<file path="config.mk">
export PLATFORM = sky130hd
export DESIGN_NAME = chm_ram
export DESIGN_NICKNAME = d
export VERILOG_FILES = /design/src/hdl/chained_hash_map_core_assert.svh /design/src/hdl/chm_ram.sv
export SDC_FILE = /design/constraint.sdc
export NUM_CORES = 2
export LEC_CHECK = 0
export ABC_AREA = 0
export BUFFER_PORTS_ARGS = -buffer_cell sky130_fd_sc_hd__buf_2
export CAP_MARGIN = 20
export CORE_MARGIN = 2
export CORE_UTILIZATION = 55
export CTS_CLUSTER_DIAMETER = 60
export DETAILED_ROUTE_END_ITERATION = 10
export PLACE_DENSITY = 0.78
export SKIP_CTS_REPAIR_TIMING = 1
export SYNTH_ARGS = -nofsm -noshare
export SYNTH_HDL_FRONTEND = slang
export SYNTH_SLANG_ARGS = --single-unit
</file>
<file path="constraint.sdc">
create_clock -name clk -period 3.15 [get_ports clk]
set_input_delay 0.7875 -clock clk [delete_from_list [all_inputs] [get_ports clk]]
set_output_delay 0.7875 -clock clk [all_outputs]
set_load 0.01 [all_outputs]
</file>
<file path="src/hdl/chained_hash_map_core_assert.svh">
// ---------------------------------------------------------------------------
// chained_hash_map_core_assert
// assertion macros used by the hash map rtl
// ---------------------------------------------------------------------------
`ifndef CHAINED_HASH_MAP_CORE_ASSERT_SVH
`define CHAINED_HASH_MAP_CORE_ASSERT_SVH

// same-cycle implication, disabled while in reset
`define CHM_ASSERT_IMPLY(label, clk, rst_n, a, b) \
    label: assert property (@(posedge clk) disable iff (!rst_n) (a) |-> (b)) \
        else $error("hash map assertion failed");

// next-cycle implication, disabled while in reset
`define CHM_ASSERT_NEXT(label, clk, rst_n, a, b) \
    label: assert property (@(posedge clk) disable iff (!rst_n) (a) |=> (b)) \
        else $error("hash map assertion failed");

`endif

</file>
<file path="src/hdl/chm_ram.sv">
// ---------------------------------------------------------------------------
// chm_ram
// simple dual-port ram, one write and one registered read port
// ---------------------------------------------------------------------------
module chm_ram #(
    parameter int WIDTH = 8,
    parameter int DEPTH = 256
) (
    input  logic                     clk,
    input  logic                     wr_en,
    input  logic [$clog2(DEPTH)-1:0] wr_addr,
    input  logic [WIDTH-1:0]         wr_data,
    input  logic                     rd_en,
    input  logic [$clog2(DEPTH)-1:0] rd_addr,
    output logic [WIDTH-1:0]         rd_data
);

    logic [WIDTH-1:0] mem [DEPTH];
    logic [WIDTH-1:0] rd_data_reg;

    always_ff @(posedge clk)
    begin
        if (wr_en)
        begin
            mem[wr_addr] <= wr_data;
        end
    end

    // read data holds until the next read
    always_ff @(posedge clk)
    begin
        if (rd_en)
        begin
            rd_data_reg <= mem[rd_addr];
        end
    end

    assign rd_data = rd_data_reg;

endmodule

</file>
======== After elaboration in Yosys (flattened, before gate mapping) ========
Memory sizes are Yosys's and may differ from the RTL's. A register that Yosys moved wholly into a read port is not among the register bits.
Cells that the tools add are included.
cells by class
  add/sub/neg operators ................... 0
  $mul .................................... 0
  divide/modulo/power cells ............... 0
  order comparisons ....................... 0
  eq/ne operators ......................... 0
  shifts and indexed selects .............. 0
  mux-type cells .......................... 2
  bitwise logic cells ..................... 0
  reductions and logical operators ........ 0
operators with widths
  kind              number
  1-bit 2-to-1 mux  2
storage, ports and cells
  register bits ........................... 0
  bits in latches ......................... 0
  memory bits (writable) .................. 2048
  ROM bits ................................ 0
  word-level logic and storage cells ...... 3
  memories ................................ 1
memory list
  name  words  bits a word  rd ports  clocked after memory_dff  write ports  line           source
  mem   256    8            1         1                         1            chm_ram.sv:18  logic [WIDTH-1:0] mem [DEPTH];

======== Depth between registers and ports, before layout ========
  depth after elaboration ................. 2
  gate-level depth with buffers ........... 11

======== Least setup slack after synthesis ========
OpenSTA, ideal clock, no wires.
  path kind ............................... input -> register
  start point ............................. in rd_addr[0]
  end point ............................... reg rd_data_reg[2] (netlist: rd_data[2]), read port of mem, data pin
  setup time .............................. 0.269 ns
  arrival time ............................ 2.595 ns
  data required time ...................... 2.881 ns
  slack ................................... 0.286 ns
  stages on the path ...................... 9
  cell sequence ........................... buf_6 -> buf_12 -> buf_8 -> buf_2 -> mux4_2 -> a22oi_1 -> a21oi_1 -> nor4_1 -> nor4_2
RTL lines
  element             line           source
  start: declaration  chm_ram.sv:14  input logic [$clog2(DEPTH)-1:0] rd_addr,
  end: declaration    chm_ram.sv:19  logic [WIDTH-1:0] rd_data_reg;

==> impl_metrics.env <==
export IMPL_cts_tree="yes"
export IMPL_crit_type="in2reg"
export IMPL_via_per_inst=6.60
export IMPL_setup_worst_path_end_class="flip-flop"
export IMPL_cts_max_level=4
export IMPL_core_um2=144000
export IMPL_skew_ns=0.0560
export IMPL_num_rows=139
export IMPL_maxCapViolCount=0
export IMPL_dieArea_um2=148000
export IMPL_outcome="finished, final reports clean"
export IMPL_powerDensity_nw_per_um2=608
export IMPL_cts_root_buf="clkbuf_16"
export IMPL_die_y_um=385
export IMPL_drt_iter0_markers=6944
export IMPL_async_flop_share=0
export IMPL_cellLeakagePower_uw=0.0299
export IMPL_final_util=0.645
export IMPL_synth_top_cell_area_share=0.775
export IMPL_clock_latency_ns=0.84
export IMPL_stdcell_area_um2=92700
export IMPL_wl_mm=204
export IMPL_cp_depth=9
export IMPL_synthTopCellsByArea="edfxtp_1, mux4_2, mux2i_1, nor2_1, a22oi_1"
export IMPL_synth_cell_types=54
export IMPL_syn_num_nets=3760
export IMPL_max_stage_delay_ns=0.77
export IMPL_grt_first_pass_wirelength_mm=296
export IMPL_min_path_type="in2reg"
export IMPL_grt_pass1_vias=42800
export IMPL_initial_utilization=0.554
export IMPL_netlist_top_cells_count="edfxtp_1, mux4_2, nor2_1"
export IMPL_grt_max_degree=103
export IMPL_hold_depth=1
export IMPL_drc=0
export IMPL_period_minus_slack_ns=3.10
export IMPL_area_growth_pct=16.4
export IMPL_dr_pass1_iters=6
export IMPL_clk_path_buf_depth=3
export IMPL_crit_path_start_kind="input port"
export IMPL_crit_buf_inv=4
export IMPL_fin_nets=4379
export IMPL_netlist_area_um2=79600
export IMPL_crit_chain="buf_8 > buf_12 > buf_4 > mux4_2 > a22oi_1 > a21oi_1 > nor4_1 > buf_4 > nor4_2"
export IMPL_synthFlopType="edfxtp_1"
export IMPL_hold_viol=0
export IMPL_grtUsageTotal=0.278
export IMPL_dp_slack_ns=-0.669
export IMPL_slew_headroom=0.396
export IMPL_tightest_slew_ns=0.898
export IMPL_p_sw_uw=12100
export IMPL_p_sw_frac=0.215
export IMPL_cp_common_cell="buf_4"
export IMPL_synth_edf_count=2056
export IMPL_peakVddDrop_uv=670
export IMPL_rsz0062_at_grt="false"
export IMPL_io_buffers=34
export IMPL_yosysSeqAreaShare=0.775
export IMPL_vias=42400
export IMPL_ant_nets=0
export IMPL_post_route_period_util=0.984
export IMPL_syn_inst=3733
export IMPL_dpl_hpwl_mm=126
export IMPL_crit_arrival_ns=3.67
export IMPL_intPower_uw=44300
export IMPL_instances_no_fill=6424
export IMPL_pwr_share_comb=0.054
export IMPL_dp_cells=6059
export IMPL_fin_tns_setup_ns=0
export IMPL_cpLargestDelayFamily="buffers and inverters"
export IMPL_slowest_stage="nor4_1"
export IMPL_yosys_warnings=0
export IMPL_largest_reg_flops=2048
export IMPL_ys_ff_latch=2056
export IMPL_wl_per_cell_um=31.8
export IMPL_cp_required_ns=3.72
export IMPL_routabilityCongestion=0.877
export IMPL_synth_area_per_cell_um2=21.3
export IMPL_antenna_found_initial=11
export IMPL_path_clk_slew_ns=0.06
export IMPL_cp_max_fo=13
export IMPL_cts_sinks=2056
export IMPL_yosys_area_top_type="edfxtp_1"
export IMPL_fmax_mhz=323
export IMPL_placed_cell_area_um2=86400
export IMPL_seqPwrFrac=0.536
export IMPL_die_w_um=385
export IMPL_r2r_cells=7
export IMPL_post_synth_top_count_cell="edfxtp_1"
export IMPL_io_pins=35
export IMPL_setup_viol=0
export IMPL_setup_ws_ns=0.0494
export IMPL_p_clk_frac=0.410
export IMPL_cts_inserted_buffers=194
export IMPL_drive_gt1_frac=0.310
export IMPL_slew_viol_final=0
export IMPL_grt_ovfl_total=0
power by group through the flow:
stage / clock, µW / combinational [µW] / sequential (µW)
detailed placement: 0 / 3000 / 30800
global placement: 0 / 2930 / 30800
finish: 23100 / 3070 / 30200
CTS: 23200 / 3040 / 30200
floorplan: 0 / 1470 / 30800
global route: 24300 / 3190 / 30200
layout by cell type (no fill, tap or decap), types with 13 or more instances in the layout:
master,netlist,routed
clkbuf_16,0,195
o22ai_1,28,28
nand3_1,34,34
nor2b_1,31,28
a22oi_1,133,133
a211oi_1,16,16
o221ai_1,46,46
edfxtp_1,2056,2056
clkbuf_1,111,40
buf_12,8,69
buf_4,27,554
mux4_2,454,454
buf_2,31,23
a221oi_1,13,13
nor4_1,24,24
nor3_1,22,22
mux2i_1,134,134
nor2_1,282,279
nand2_1,33,33
clkinv_1,1,45
clkinv_2,0,36
bufinv_16,0,18
a21oi_1,96,96
final cells by class:
class                   count  area [µm²]
flip-flops and latches   2056       61700
fillers                  8966       50900
multi-input cells        1442       16500
repair buffers            656        5800
clock buffers             235        5030
well taps                1903        2380
clock inverters           120        1260
diodes                     10        25.0
inverters                   2        7.51
logic make-up after synthesis:
kind of cell | share of synthesized area
buf+inv | 0.0183
simple gates | 0.0263
compound gates | 0.0342
flops | 0.775
mux | 0.146
metal layers:
layer / GRT usage / vias up / wire length (µm)
met1: 0.379 / 21800 / 72100
met2: 0.438 / 3102 / 98200
met3: 0.0647 / 555 / 24200
li1: - / 16900 / -
met5: 0 / - / 54
met4: 0.116 / 10 / 9440
metrics by stage:
step                power, µW  hold WS (ns)
floorplan               32200         0.864
global placement        33700          1.08
detailed placement      33800          1.14
CTS                     56500         0.365
global route            57700         0.374
finish                  56400         0.416
path summary, 6_finish.rpt:
| path | from | endpoint | slack [ns] |
|---|---|---|---|
| max | rd_addr[0] | rd_data[6] | 0.05 |
| min | rd_en | rd_data[1] | 0.42 |
| max reg2reg | mem[130][2] | rd_data[2] | 0.33 |
| min reg2reg | mem[41][3] | rd_data[3] | 1.20 |
(Power assumes the default switching activity.)
